[config.mk]
export PLATFORM = sky130hd
export DESIGN_NAME = rsvg_div_cell
export DESIGN_NICKNAME = d
export VERILOG_FILES = /design/src/hdl/rsvg_div_cell.sv
export SDC_FILE = /design/constraint.sdc
export NUM_CORES = 1
export LEC_CHECK = 0
export BUFFER_PORTS_ARGS = -buffer_cell sky130_fd_sc_hd__buf_2
export CAP_MARGIN = 10
export CORE_AREA = 2 2 85 87
export DETAILED_ROUTE_END_ITERATION = 8
export DIE_AREA = 0 0 87 89
export PLACE_DENSITY = 0.71
export SKIP_CTS_REPAIR_TIMING = 1
export SLEW_MARGIN = 20
export SYNTH_ARGS = -nofsm -noshare
export SYNTH_HDL_FRONTEND = slang
export SYNTH_SLANG_ARGS = --single-unit
[constraint.sdc]
create_clock -name aclk -period 5.7 [get_ports aclk]
set_input_delay 0.57 -clock aclk [delete_from_list [all_inputs] [get_ports aclk]]
set_output_delay 0.57 -clock aclk [all_outputs]
set_load 0.01 [all_outputs]
[src/hdl/rsvg_div_cell.sv]
// ============================================================================
// Restoring divider cell
// Resolves one quotient bit per cell and passes the partial remainder on.
// ============================================================================
module rsvg_div_cell #(
    parameter int REM_W = 33,
    parameter int DEN_W = 17,
    parameter int QUO_W = 17,
    parameter int BIT   = 0
) (
    input  logic             aclk,
    input  logic             en,
    input  logic [REM_W-1:0] rem_in,
    input  logic [QUO_W-1:0] quo_in,
    input  logic [DEN_W-1:0] den,
    output logic [REM_W-1:0] rem_out,
    output logic [QUO_W-1:0] quo_out
);

    localparam int SH_W  = DEN_W + BIT;
    localparam int CMP_W = (SH_W > REM_W) ? SH_W : REM_W;

    logic [REM_W-1:0] rem_reg;
    logic [REM_W-1:0] rem_next;
    logic [QUO_W-1:0] quo_reg;
    logic [QUO_W-1:0] quo_next;
    logic [CMP_W-1:0] rem_ext;
    logic [CMP_W-1:0] den_sh;
    logic             take;

    always_comb begin
        rem_ext  = CMP_W'(rem_in);
        den_sh   = CMP_W'(den) << BIT;
        take     = rem_ext >= den_sh;
        rem_next = take ? REM_W'(rem_ext - den_sh) : rem_in;
        quo_next = quo_in | (QUO_W'(take) << BIT);
    end

    always_ff @(posedge aclk) begin
        if (en) begin
            rem_reg <= rem_next;
            quo_reg <= quo_next;
        end
    end

    assign rem_out = rem_reg;
    assign quo_out = quo_reg;

endmodule

Word level (Yosys, flattened, before mapping)
Cells that the tools add are included.
{"block": "totals", "ff_bits": 50, "input_bits": 69, "out_inout_bits": 50, "wordCells": 6}
{"block": "op_classes", "add_sub_neg": 1, "n_lt_le_gt_ge": 1, "n_mux": 1, "n_bitwise": 1}
{"op": "33-bit by 17-bit >= comparator with 1-bit output", "count": 1}
{"op": "33-bit two-way mux", "count": 1}
{"op": "33-bit by 17-bit subtractor with 33-bit output", "count": 1}
{"op": "17-bit by 1-bit OR with 17-bit output", "count": 1}

Depth between registers and ports, before layout
{"block": "depth", "depth_word": 2, "mapped_depth": 12, "ltp_nobuf": 11}

Worst setup path after synthesis
Ideal clock, no wire load.
{"block": "synth_timing", "path_type": "in2reg", "startpoint": "in rem_in[0]", "endpoint": "reg rem_reg[22], in the netlist rem_out[22] (data pin)", "setup_time_ns": 0.273, "arrival_time_ns": 2.711, "required_time_ns": 5.427, "setup_slack_ns": 2.716, "path_stages": 11, "n_path_buf": 0, "cell_sequence": "inv_1 > ha_1 > inv_1 > fa_1 > a21o_1 > a221oi_1 > o31ai_1 > a31oi_1 > nor2_1 > nor4b_1 > xor2_1"}
{"block": "synth_via", "elab_chain_len": 2, "elab_cells_between_ends": 3, "classes_between": "add/sub: 1; order compare: 1; mux: 1"}
{"item": "from (decl)", "line_no": "13", "source": "input logic [REM_W-1:0] rem_in,"}
{"item": "33-bit by 17-bit subtractor with 33-bit output or 33-bit by 17-bit >= comparator with 1-bit output (tied branches)", "line_no": "35, 34"}
{"item": "33-bit two-way mux *", "line_no": "35", "source": "rem_next = take ? REM_W'(rem_ext - den_sh) : rem_in;"}
{"item": "net rem_next[22]", "line_no": "24", "source": "logic [REM_W-1:0] rem_next;"}
{"item": "to (signal assigned)", "line_no": "41", "source": "rem_reg <= rem_next;"}
{"item": "to (decl)", "line_no": "23", "source": "logic [REM_W-1:0] rem_reg;"}
Mark *: on every way through the listed nets, which the timed path passes. The rest lies on a longest branch.
A chain may end at the register's enable or synchronous reset.

Worst setup path in the final report
Same ends and word-level chain as after synthesis.

==> metrics.md <==
| Metric | Value |
|---|---|
| Most used DFF post-synth | edfxtp_1 |
| Post-synthesis instance total | 298 |
| CTS Sinks | 50 |
| CTS buffer count | 5 |
| Die W | between 80 and 90 µm |
| WL final | around 7 mm |
| Largest net degree at the start of global routing | between 50 and 60 |
| Min-delay src | quo_in[7] |
| Die span in y | 89 µm |
| Design area | ~0.0038 mm² |
| Final nets | 503 |
| Global Route Usage Sum | 18.0% |
| Ant diodes | 0 |
| Clock Root Buffer | clkbuf_8 |
| Yosys top cell by area | edfxtp_1 |
| Worst EP required | ~5.7 ns |
| Post-synthesis compound-gate area fraction | ~13% |
| Post-Syn Area | a little over 0.003 mm² |
| Clk pin slew, worst setup/hold paths | roughly 0.090 ns |
| Post-Synth XOR/XNOR Area | approximately 8.3% |
| CTS tree | done |
| Synthesized area per cell | slightly above 10 µm² |
| Worst Hold Depth | 1 |
| IR drop worst, VDD | 0.137 mV |
| Post-synthesis net count | between 300 and 400 |
| Max Clock Freq | 290 MHz |
| Initial Util | between 40 and 50% |
| Type of the worst min-delay path | input port to flip-flop |
| Via count | about 2,700 |
| Max Cap Viol | 0 |
| Slew margin rel. | about two fifths |
| Vias in the first global route | 2,539 |
| DRC | 0 |
| Iter 0 DRT Violations | between 150 and 200 |
| Outcome | completed |
| Actual slew at the worst max-slew pin | ~0.9 ns |
| Count of different cell masters after synthesis | 49 |
| WS Path Type | input port to flip-flop |
| WHS | ~0.45 ns |
| Routed wire per std cell | around 14 µm |
| Detailed Routing Iterations Pass 1 | 4 |
| Setup TNS | 0 ns |
| Io pins | 119 |
| Post-DP HPWL | 5.39 mm |
| Pwr dens | roughly 250 mW/mm² |
| RSZ-0062 raised after global routing | false |
| IO Port Bufs | 118 |
| Crit path capture type | flip-flop |
| Synth top area cells | edfxtp_1 (49%), ha_1 (6.9%), xor2_1 (5.7%) |
| Post-synth EDFFs | 50 |
| Row count | 30 |
| Final min period | approximately 3.5 ns |
| Initial antenna violation count | 0 |
| Adder-Cell Fraction of Synth Area | between 7 and 8% |
| Total gr overflow | 0 |
| Via/cell ratio | roughly 5.3 |
| Post-synthesis mux area share | less than 1% |
| Die ar. | 0.00774 mm² |
| FF+latch count, synth | 50 |
| Area share of the largest cell type after synthesis | just under 50% |
| Fin crit share | 60.6% |
| Max-slew violations | 0 |
| GPL Wtd Cong | ~0.85 |
| Asr flop ratio synth | 0% |
| Yosys warnings | 0 |
| Main combinational cell family by area after synthesis | simple AND/OR/NAND/NOR gates |
| Fillers | between 500 and 600 |
| First-pass GRT wire length | ~11 mm |
| H-tree levels | 2 |
| Maximum root-to-sink buffer count | 2 |
| Placed inst area | 0.00372 mm² |
| Startpoint Class | input port |
| Post-DRT Antenna Nets | 0 |
| Area growth from synthesis to layout | 25.0% |
| Worst-path maximum fanout | 5 |
| Worst Setup SP | rem_in[0] |
| Final Hold Viols | 0 |
| Arr. time, crit path | between 3 and 4 ns |
| Sequential share of the synthesized area | between 40% and 50% |
| Commonest cells in the netlist | edfxtp_1 (50), nand2_1 (34), o21ai_0 (28), inv_1 (23), xor2_1 (20) |
| Pleak | approximately 1.7 nW |
| Post-Synth Simple-Gate Area | about 17% |
| CORE AREA | between 0.006 and 0.007 mm² |
| Fraction of layout cells with a size suffix above 1 | between 30% and 40% |
| Most common cell in the synthesized netlist | edfxtp_1 |
| Setup violations, final | 0 |
-- worst paths after layout --
kind	to	slack, ns
setup / recovery	rem_out[22]	2.25
hold / removal	quo_out[7]	0.45
-- area by class of cell --
class                   count  area, µm²  share of cell area [%]
repair buffers            119        601                    15.7
inverters                  23       86.3                    2.25
clock buffers               6       72.6                    1.89
flip-flops and latches     50       1500                    39.2
well taps                  80        100                    2.61
multi-input cells         217       1440                    37.4
clock inverters             2       37.5                   0.979
-- kinds of logic (layout without fill, tap and decap cells) --
group                      Yosys count  in the layout
DFF                                 50             50
xor gates and xnor gates            29             29
muxes                                1              1
buffers and inverters               31            150
and+or+nand+nor                    102            102
AOI/OAI and AO/OA                   67             67
adders and majority gates           18             18
-- cell usage in the layout, fill, tap and decap left out, types with 2 or more instances in the layout --
cell type  instances
o21ai_0           28
and4_1             2
xor2_1            20
buf_2            117
edfxtp_1          50
a21oi_1           16
clkbuf_8           5
nor2_1            11
or4_1              2
inv_1             23
o211ai_1           2
nand3_1            6
nand2_1           34
nand4_1            4
ha_1              17
a21o_1             3
o31ai_1            3
nand2b_1          10
a31oi_1            2
nor4_1             8
nor3_1            12
xnor2_1            9
and3_1             3
o21a_1             3
buf_4              2
-- worst max-delay path, stage by stage --
cell and delay [ns]:
buf_2 0.11, inv_1 0.05, ha_1 0.16, inv_1 0.06, fa_1 0.41, a21o_1 0.20, a221oi_1 0.61, o31ai_1 0.22
a31oi_1 0.33, nor2_1 0.19, nor4b_1 0.46, xor2_1 0.12
-- report_power, final --
group | internal (mW) | switching [mW]
Combinational | 0.0972 | 0.132
Sequential | 0.454 | 0.00878
Clock | 0.131 | 0.116
Total | 0.683 | 0.257
-- metal layers --
metal / wire length, µm / global-route usage, % / vias up / share of wire (%)
met5: 0 / 0 / - / 0
met4: 113 / 6.68 / 0 / 1.6
met3: 546 / 3.51 / 10 / 7.7
met2: 3380 / 30.3 / 113 / 47
met1: 3100 / 23.1 / 1210 / 43
li1: - / - / 1320 / -
-- state kept, by name, indices dropped and copies added, names as in the netlist --
signal / count
quo_out: 17
rem_out: 33
-- through the flow --
stage / total power [mW] / cells / worst slack (ns) / util [%]
after floorplan: 0.603 / 298 / 2.72 / -
after global routing: 0.989 / 497 / 2.10 / 57.1
after CTS: 0.950 / 497 / 2.34 / 57.0
after detailed placement: 0.699 / 489 / 2.03 / 55.4
final: 0.940 / 497 / 2.25 / 57.1
after global placement: 0.696 / 489 / 2.04 / 55.4
No activity file was read; power rests on OpenSTA's default activity.
