## src/hdl/rsvg_pkg.sv

```systemverilog
// ============================================================================
// Ring sector vertex generator: shared types and constants
// Field widths, register and status codes, CORDIC angle table and the
// fixed-point constants used by the pipeline cells.
// ============================================================================
package rsvg_pkg;

    localparam int CNT_W      = 12;
    localparam int RAD_W      = 16;
    localparam int ANG_W      = 16;
    localparam int POS_W      = 17;
    localparam int UV_W       = 16;
    localparam int T_W        = 16;
    localparam int ST_W       = 2;
    localparam int CFG_IDX_W  = 3;
    localparam int CFG_DATA_W = 16;
    localparam int CW         = 33;
    localparam int PROD_W     = CW + RAD_W + 1;
    localparam int PM_W       = 33;
    localparam int PQ_W       = 17;
    localparam int QV_W       = 37;

    localparam logic signed [QV_W-1:0] HALF_PI_Q30    = 37'sd1686629713;
    localparam logic signed [QV_W-1:0] QUARTER_PI_Q30 = 37'sd843314856;
    localparam logic signed [CW-1:0]   GAIN_Q30       = 33'sd652032874;
    localparam logic [UV_W-1:0]        UV_HALF        = 16'd16384;
    localparam logic [UV_W-1:0]        UV_ONE         = 16'd32768;
    localparam logic signed [POS_W-1:0] POS_MAX       = 17'sd65535;

    localparam logic [31:0] ATAN_Q30 [24] = '{
        32'h3243F6A8, 32'h1DAC6705, 32'h0FADBAFC, 32'h07F56EA6, 32'h03FEAB76,
        32'h01FFD55B, 32'h00FFFAAA, 32'h007FFF55, 32'h003FFFEA, 32'h001FFFFD,
        32'h000FFFFF, 32'h0007FFFF, 32'h0003FFFF, 32'h0001FFFF, 32'h0000FFFF,
        32'h00007FFF, 32'h00003FFF, 32'h00001FFF, 32'h00000FFF, 32'h000007FF,
        32'h000003FF, 32'h000001FF, 32'h000000FF, 32'h0000007F
    };

    typedef enum logic [CFG_IDX_W-1:0] {
        REG_SEGMENT_COUNT = 3'd0,
        REG_FIRST_RADIUS  = 3'd1,
        REG_SECOND_RADIUS = 3'd2,
        REG_START_ANGLE   = 3'd3,
        REG_END_ANGLE     = 3'd4,
        REG_UV_MODE       = 3'd5
    } cfg_index_e;

    typedef enum logic [ST_W-1:0] {
        STATUS_OK         = 2'd0,
        STATUS_BEYOND     = 2'd1,
        STATUS_ZERO_OUTER = 2'd2
    } status_e;

    typedef logic signed [POS_W-1:0] pos_t;

    typedef struct packed {
        logic           bad;
        logic [T_W-1:0] t;
        logic [1:0]     quad;
        pos_t           ix;
        pos_t           iy;
        pos_t           ox;
        pos_t           oy;
        logic [3:0]     neg;
    } side_t;

    function automatic logic signed [QV_W-1:0] quad_base(input logic signed [3:0] q);
        return QV_W'(q) * HALF_PI_Q30;
    endfunction

endpackage

```

## src/hdl/rsvg_cordic_cell.sv

```systemverilog
// ============================================================================
// CORDIC rotation cell
// One micro-rotation toward zero residual angle, registered.
// ============================================================================
module rsvg_cordic_cell
    import rsvg_pkg::*;
#(
    parameter int STAGE = 0
) (
    input  logic                 aclk,
    input  logic                 en,
    input  logic signed [CW-1:0] x_in,
    input  logic signed [CW-1:0] y_in,
    input  logic signed [CW-1:0] z_in,
    output logic signed [CW-1:0] x_out,
    output logic signed [CW-1:0] y_out,
    output logic signed [CW-1:0] z_out
);

    localparam logic signed [CW-1:0] ATAN = CW'(ATAN_Q30[STAGE]);

    logic signed [CW-1:0] x_reg, y_reg, z_reg;
    logic signed [CW-1:0] x_next, y_next, z_next;
    logic signed [CW-1:0] dx, dy;

    always_comb begin
        dx = y_in >>> STAGE;
        dy = x_in >>> STAGE;
        if (z_in >= 0) begin
            x_next = x_in - dx;
            y_next = y_in + dy;
            z_next = z_in - ATAN;
        end else begin
            x_next = x_in + dx;
            y_next = y_in - dy;
            z_next = z_in + ATAN;
        end
    end

    always_ff @(posedge aclk) begin
        if (en) begin
            x_reg <= x_next;
            y_reg <= y_next;
            z_reg <= z_next;
        end
    end

    assign x_out = x_reg;
    assign y_out = y_reg;
    assign z_out = z_reg;

endmodule
```

## config.mk

```make
export PLATFORM = sky130hd
export DESIGN_NAME = rsvg_cordic_cell
export DESIGN_NICKNAME = d
export VERILOG_FILES = /design/src/hdl/rsvg_pkg.sv /design/src/hdl/rsvg_cordic_cell.sv
export SDC_FILE = /design/constraint.sdc
export NUM_CORES = 1
export LEC_CHECK = 0
export BUFFER_PORTS_ARGS = -buffer_cell sky130_fd_sc_hd__buf_2
export CAP_MARGIN = 20
export CELL_PAD_IN_SITES_DETAIL_PLACEMENT = 0
export CELL_PAD_IN_SITES_GLOBAL_PLACEMENT = 1
export CORE_MARGIN = 4
export CORE_UTILIZATION = 47
export CTS_BUF_LIST = sky130_fd_sc_hd__clkbuf_4
export DETAILED_ROUTE_END_ITERATION = 8
export HOLD_SLACK_MARGIN = 0.06
export PLACE_DENSITY_LB_ADDON = 0.1
export SETUP_SLACK_MARGIN = 0.5
export SYNTH_ARGS = -nofsm -noshare
export SYNTH_HDL_FRONTEND = slang
export SYNTH_SLANG_ARGS = --single-unit
```

## constraint.sdc

```tcl
create_clock -name aclk -period 10.33 [get_ports aclk]
set_clock_uncertainty 0.2 [all_clocks]
set_input_delay 1.033 -clock aclk [delete_from_list [all_inputs] [get_ports aclk]]
set_output_delay 1.033 -clock aclk [all_outputs]
set_load 0.01 [all_outputs]
```

# Yosys cells after proc, flatten, opt, wreduce, memory -nomap -nowiden
# Cells that the tools add are included.
[word_totals]
inputBits = 101
regBits = 99
output_inout_bits = 99
[classes]
magnitude_cmp = 1
n_addsub = 5
n_mux = 3
[ops]
columns = ["operator", "n"]
rows = [
  ["33-bit two-way mux", 3],
  ["33-bit subtractor", 2],
  ["33-bit by 31-bit adder with 33-bit output (second input constant)", 1],
  ["33-bit adder", 1],
  ["33-bit by 1-bit greater-or-equal comparator with 1-bit output (second input constant)", 1],
  ["33-bit by 31-bit subtractor with 33-bit output (second input constant)", 1],
]

# Longest topological paths before layout
# Gate-level depths: netlist (run 1).
[depth]
word_depth = 2
mapped_depth = 14
ltp_nobuf = 12

# Worst setup path before layout (run 1)
# Ideal clock, no wire load.
[synth_path]
kind = "in2reg"
from = "input port z_in[32]"
to = "register z_reg[32] (netlist: z_out[32]) (data pin)"
stages = 14
arrival_ps = 4256
n_path_buf = 3
path_slack_ps = 5728
path_cell_list = "clkbuf_1 -> inv_1 -> clkbuf_1 -> buf_1 -> ha_1 -> a21oi_1 -> nor2_1 -> a2111oi_0 -> o31ai_1 -> a21oi_1 -> a21oi_1 -> a211oi_1 -> o21ai_0 -> a21oi_1"
[synth_between]
elab_chain_cells = 2
elab_cells_between_ends = 4
[synth_lines]
columns = ["element", "line_no", "rtl"]
rows = [
  ["from (decl)", "rsvg_cordic_cell.sv:14", "input logic signed [CW-1:0] z_in,"],
  ["33-bit by 31-bit adder with 33-bit output, or another cell as far along", "rsvg_cordic_cell.sv:36", "z_next = z_in + ATAN;"],
  ["33-bit two-way mux (*)", "rsvg_cordic_cell.sv:29", "if (z_in >= 0) begin"],
  ["via z_next[32]", "rsvg_cordic_cell.sv:23", "logic signed [CW-1:0] x_next, y_next, z_next;"],
  ["to (signal assigned)", "rsvg_cordic_cell.sv:44", "z_reg <= z_next;"],
  ["to (decl)", "rsvg_cordic_cell.sv:22", "logic signed [CW-1:0] x_reg, y_reg, z_reg;"],
]
# The timed path passes the listed nets; every way through them passes the cells marked *.
# A chain may end at the register's enable or synchronous reset.

# Worst setup path after layout (run 1)
# Ends and elaborated chain as after synthesis.

==> results of run 1 <==
## registers in the layout, indices dropped and copies added, names as in the netlist
name and flops:
z_out 33, y_out 32, x_out 33
## per-layer routing
metal  track usage  wire length (um)  up-vias  share of wire
met2         0.379             12800      360           0.45
met1         0.340             13600     4157           0.47
li1              -                 -     4391              -
met4        0.0628               522        0          0.018
met5             0                 0        -              0
met3        0.0261              1740       33          0.061
## metrics by stage
| stage | total power [mW] | area, um^2 | utilization |
|---|---|---|---|
| after floorplan | 0.932 | 9810 | - |
| after global placement | 1.13 | 11000 | 0.539 |
| after detailed placement | 1.13 | 11000 | 0.539 |
| after CTS | 1.36 | 11100 | 0.546 |
| after global routing | 1.44 | 11100 | 0.546 |
| final | 1.35 | 11100 | 0.546 |
## cells by family (layout without fill, tap and decap cells)
| logic type | Yosys count | count (layout) |
|---|---|---|
| compound gates | 372 | 372 |
| xor+xnor | 86 | 86 |
| fa+ha+maj | 128 | 128 |
| buf+inv | 151 | 325 |
| flops | 98 | 98 |
| mux | 18 | 18 |
| other cells | 0 | 2 |
| simple gates | 267 | 267 |
## layout by cell type (no fill, tap or decap), types with 10 or more instances in the layout
cell type | Yosys | layout
buf_2 | 8 | 198
a21oi_1 | 131 | 131
ha_1 | 124 | 124
inv_1 | 105 | 104
edfxtp_1 | 98 | 98
nor2_1 | 85 | 85
nand2_1 | 73 | 73
xnor2_1 | 71 | 71
o21ai_0 | 63 | 63
a21o_1 | 31 | 31
a211oi_1 | 20 | 20
mux2i_1 | 18 | 18
nor3_1 | 16 | 16
nand3_1 | 16 | 16
nor2b_1 | 15 | 15
xor2_1 | 15 | 15
o21bai_1 | 15 | 15
nor4_1 | 12 | 12
nand4_1 | 10 | 10
o211ai_1 | 10 | 10
o31ai_1 | 10 | 10
clkbuf_4 | 0 | 10
## worst max-delay path, stage by stage
cell       delay [ns]
buf_2            0.09
buf_4            0.70
ha_1             0.45
a21o_1           0.21
and3_1           0.17
a2111oi_0        0.37
o31ai_1          0.24
a21oi_1          0.29
a21oi_1          0.13
a211oi_1         0.37
o21ai_0          0.17
a21oi_1          0.16
## power by group
part | leakage (nW) | switching [mW] | internal, mW | total [mW]
clock network | 0.0748 | 0.146 | 0.0773 | 0.223
registers | 0.959 | 0.0174 | 0.526 | 0.544
logic | 4.03 | 0.354 | 0.230 | 0.584
## cell type report
type                       count  area [um^2]
inverter                     107          402
sequential                    98         2940
tap                          270          338
fill                        1948         9250
multi-input combinational    871         6270
antenna                        2         5.00
clock buffer                  10         75.1
timing repair buffer         202         1020
clock inverter                 6         63.8
## worst paths after layout
path	slack, ns	to	from
worst max-delay path	6.04	z_out[32]	z_in[32]
worst min-delay path	0.52	z_out[2]	z_in[2]
==> metrics, run 1 <==
status=finished, final reports clean; pin count of the biggest net entering global routing=87; final worst setup slack=6.04 ns; Worst-Margin Slew=1.01 ns; max-cap violation count=0; Longest Clk Path Bufs=2; top-count cell post-synth=a21oi_1; Syn Nets=1,349; library cells used by synthesis=80; dpl ws=5.54 ns; Reg clk slew, reported paths=0.17 ns; Setup TNS=0 ns; number of synthesized flops with an enable pin=98; drt initial violations=678; post-route antenna net violation count=0; fin. max-slew vios=0; vias in the first global route=8,485; Max Freq=0.233 GHz; top cell type's share of synthesized area=0.300; clock tree from TritonCTS=built; Mapped Avg Cell Area=8.76 um^2; # resized after CTS=0; Port-buffer cells=199; Die H=152 um; CP Launch Type=input pin; P&R area growth vs syn=13.4%; placed wire-length estimate=22.2 mm; area leader, netlist=edfxtp_1; xor/xnor share of the synthesized area=0.0768; Remaining DRCs=0; Cell Area, Synth=0.00981 mm^2; hold buffers post-CTS=0; via count=8,941; commonest cells in the netlist=a21oi_1 (131), ha_1 (124), inv_1 (105), edfxtp_1 (98), nor2_1 (85); Post CTS Setup Buffer Count=0; final period utilization=0.415; Seq/Total Area, Yosys=0.300; FF+latch count, synth=98; count of final hold-check violations=0; CTS Buf Count=9; hold path depth=1; layout cells sized above 1=0.192; NumNets Final=1,518; CP Max Fanout=86; nature of the critical path endpoint=flop; total wire length=28.7 mm; Required @ worst endpoint=10.48 ns; I/O Pins=200; Worst EP arrival=4.44 ns; gp weighted congestion=0.931; wire length per cell=18.3 um; Post-Synth Simple-Gate Area=0.128; initial antenna violation count=1; compound-cell area share of the yosys netlist=0.250; # H-tree levels=3; proportion of synthesized area in mux cells=0.0184; grt total ovfl=0; Root Buffer=clkbuf_4; GRT Total Usage=0.236; hold_ws=0.516 ns; Mapped Cells=1,120; Main synth FF type=edfxtp_1; post-placement cell count=1,548; RSZ-0062 raised after global routing=false; main combinational cell family by area after synthesis=compound AO/OA/AOI/OAI gates; worst-case vdd ir drop=0.0000668 V; router iterations before antenna repair=5; Die W=152 um; FP Rows=52; synth top area cells=edfxtp_1 (30%), ha_1 (16%), a21oi_1 (6.7%), xnor2_1 (6.3%), inv_1 (4.0%); adder-cell share of the synthesized area=0.166; Syn. warnings=0; first-pass GRT wire length=45.3 mm; vias per std cell=5.71; clock sinks=98; worst setup path class=in -> reg; min Tclk post-route=4.29 ns; Worst slew margin=0.325; P_leak=5.07 nW; Initial Util=0.482; final setup fails=0; ys async rst share=0; Die Footprint=0.0232 mm^2; Core ar.=0.0204 mm^2; Non-Filler Instances=1,566; HP Class=in -> reg; pwr dens=122 mW/mm^2
Note: power is estimated with default switching activity, not from simulation.
==> run 2, diff against run 1 <==
--- a/config.mk
+++ b/config.mk
@@ -10,7 +10,7 @@
 export CELL_PAD_IN_SITES_DETAIL_PLACEMENT = 0
 export CELL_PAD_IN_SITES_GLOBAL_PLACEMENT = 1
 export CORE_MARGIN = 4
-export CORE_UTILIZATION = 47
+export CORE_UTILIZATION = 39
 export CTS_BUF_LIST = sky130_fd_sc_hd__clkbuf_4
 export DETAILED_ROUTE_END_ITERATION = 8
 export HOLD_SLACK_MARGIN = 0.06
==> constraint.sdc (replaced) <==
create_clock -name aclk -period 3.5 [get_ports aclk]
set_clock_uncertainty 0.2 [all_clocks]
set_input_delay 0.35 -clock aclk [delete_from_list [all_inputs] [get_ports aclk]]
set_output_delay 0.35 -clock aclk [all_outputs]
set_load 0.01 [all_outputs]
==> run 2 against run 1 <==
- non-clock buffer count increased by 123
- combinational power increased to 3.4 times the previous value
- first-iteration DRC count decreased by 15%
- critical path type unchanged
- sequential power increased to 2.9 times the previous value
- die area increased by 19%
- worst setup slack got worse by 5.5 ns
- final area increased by 13%
- routed wire length increased by 11%
- via count increased by 4.5%
- final cell count increased by 11%
- flip-flop and latch count unchanged
==> metrics, run 2 (same netlist as run 1, synthesis figures left out) <==
Port-buffer cells=199 (unchanged); initial antenna violation count=2 (was 1); status=finished, final reports clean (unchanged); post-route antenna net violation count=0 (unchanged); Worst path max stage delay=0.41 ns (was 0.70 ns); worst-case vdd ir drop=0.000175 V (was 0.0000668 V); count of final hold-check violations=0 (unchanged); CTS Buf Count=9 (unchanged); RSZ-0062 raised after global routing=true (was false); max-cap violation count=0 (unchanged); most frequent cells in the layout=buf_2 (196), a21oi_1 (127), ha_1 (115), buf_4 (115), inv_1 (99) (was buf_2 (198), a21oi_1 (131), ha_1 (124)); CP Max Fanout=5 (was 86); Core ar.=0.0245 mm^2 (was 0.0204 mm^2); clock sinks=98 (unchanged); CP Launch Type=input pin (unchanged); Max Freq=0.333 GHz; FP Rows=57 (was 52); P_leak=5.72 nW (was 5.07 nW); grt total ovfl=0 (unchanged); # H-tree levels=3 (unchanged); Tot Pwr=4.31 mW (was 1.35 mW); GRT Total Usage=0.217 (was 0.236); nature of the critical path endpoint=flop (unchanged); Worst slew margin=0.485 (was 0.325); worst setup path class=in -> reg (unchanged); CP bufs+invs=3 (was 2); P&R area growth vs syn=27.7% (was 13.4%); vias in the first global route=9,015 (was 8,485); final period utilization=0.858; Reg clk slew, reported paths=0.17 ns (about the same); clock tree from TritonCTS=built (unchanged); I/O Pins=200 (unchanged); pin count of the biggest net entering global routing=69 (was 87); Die H=167 um (was 152 um); Die Footprint=0.0277 mm^2 (was 0.0232 mm^2); layout cells sized above 1=0.289 (was 0.192); final worst setup slack=0.496 ns (was 6.04 ns); Required @ worst endpoint=3.53 ns (was 10.48 ns); Root Buffer=clkbuf_4 (unchanged); final setup fails=0 (unchanged); Remaining DRCs=0 (unchanged); CP delay by family, top=compound AO/OA/AOI/OAI gates (unchanged); fin. max-slew vios=0 (unchanged); via count=9,346 (was 8,941); vias per std cell=5.36 (was 5.71); router iterations before antenna repair=6 (was 5); Worst EP arrival=3.03 ns (was 4.44 ns); Worst-Margin Slew=0.773 ns (was 1.01 ns); gp weighted congestion=0.903 (was 0.931); HP Class=in -> reg (unchanged); Setup TNS=0 ns (unchanged); total wire length=31.8 mm (was 28.7 mm); Die W=167 um (was 152 um); dpl ws=-0.148 ns (was 5.54 ns); most common cell after layout, fill and taps aside=buf_2 (unchanged); pwr dens=344 mW/mm^2 (was 122 mW/mm^2); Longest Clk Path Bufs=2 (unchanged); post-layout util=0.510 (was 0.546); Initial Util=0.400 (was 0.482); drt initial violations=579 (was 678); critical path's slowest cell=a2111oi_4 (was buf_4); worst path cell trace=buf_2 -> inv_1 -> ha_4 -> buf_4 -> nor2b_4 -> a221o_2 -> a2111oi_4 -> o41ai_4 -> a211oi_2 -> o21ai_2 -> a21o_1 -> a221oi_2 -> xnor2_1 (was buf_2 -> buf_4 -> ha_1 -> a21o_1 -> and3_1 -> a2111oi_0 -> o31ai_1 -> a21oi_1 -> a21oi_1 -> a211oi_1 -> o21ai_0 -> a21oi_1); placed wire-length estimate=25.4 mm (was 22.2 mm); min Tclk post-route=3.00 ns; wire length per cell=18.2 um (was 18.3 um); first-pass GRT wire length=49.2 mm (was 45.3 mm); NumNets Final=1,641 (was 1,518)
[run 2: per-layer routing]
layer,track usage,vias up,part of all wire
met5,0,-,0
met4,0.0430,0,0.012
met3,0.0273,25,0.046
met2,0.354,278,0.46
met1,0.312,4399,0.48
li1,-,4644,-
[run 2: path summary, 6_finish.rpt]
path    start         to  cells after the start
max   x_in[2]  x_out[30]                     13
min   z_in[5]   z_out[5]                      3
[run 2: power breakdown]
part / internal, mW / leakage (nW) / switching (mW)
registers: 1.55 / 0.959 / 0.0483
logic: 0.868 / 4.68 / 1.14
clock network: 0.232 / 0.0802 / 0.472
total: 2.65 / 5.72 / 1.66
[run 2: what timing repair did]
item                                    4_1_cts  5_1_grt
resized for setup                             2       42
pin swaps                                     0        8
endpoints found under the setup margin        4       26
hold buffers                                  7        0
setup buffers                                 0        6
hold endpoints to repair                     26        0
[run 2: area by class of cell]
cell class | count | area [um^2]
Multi-Input combinational cell | 871 | 6600
Antenna cell | 3 | 7.51
Tap cell | 324 | 405
Inverter | 107 | 412
Sequential cell | 98 | 2940
Clock buffer | 9 | 67.6
Fill cell | 2456 | 12000
Clock inverter | 7 | 86.3
Timing Repair Buffer | 325 | 2000
[run 2: metrics by stage]
| stage | hold slack (ns) | instances | instance area [um^2] |
|---|---|---|---|
| 2_1_floorplan | 0.249 | 1120 | 9970 |
| 3_3_place_gp | 0.327 | 1712 | 12000 |
| 3_5_place_dp | 0.328 | 1712 | 12000 |
| 4_1_cts | 0.116 | 1735 | 12300 |
| 5_1_grt | 0.129 | 1743 | 12500 |
| 6_report | 0.164 | 1744 | 12500 |
[run 2: worst min-delay path: stages]
cell	delay (ns)
buf_2	0.08
ha_1	0.19
xnor2_1	0.12
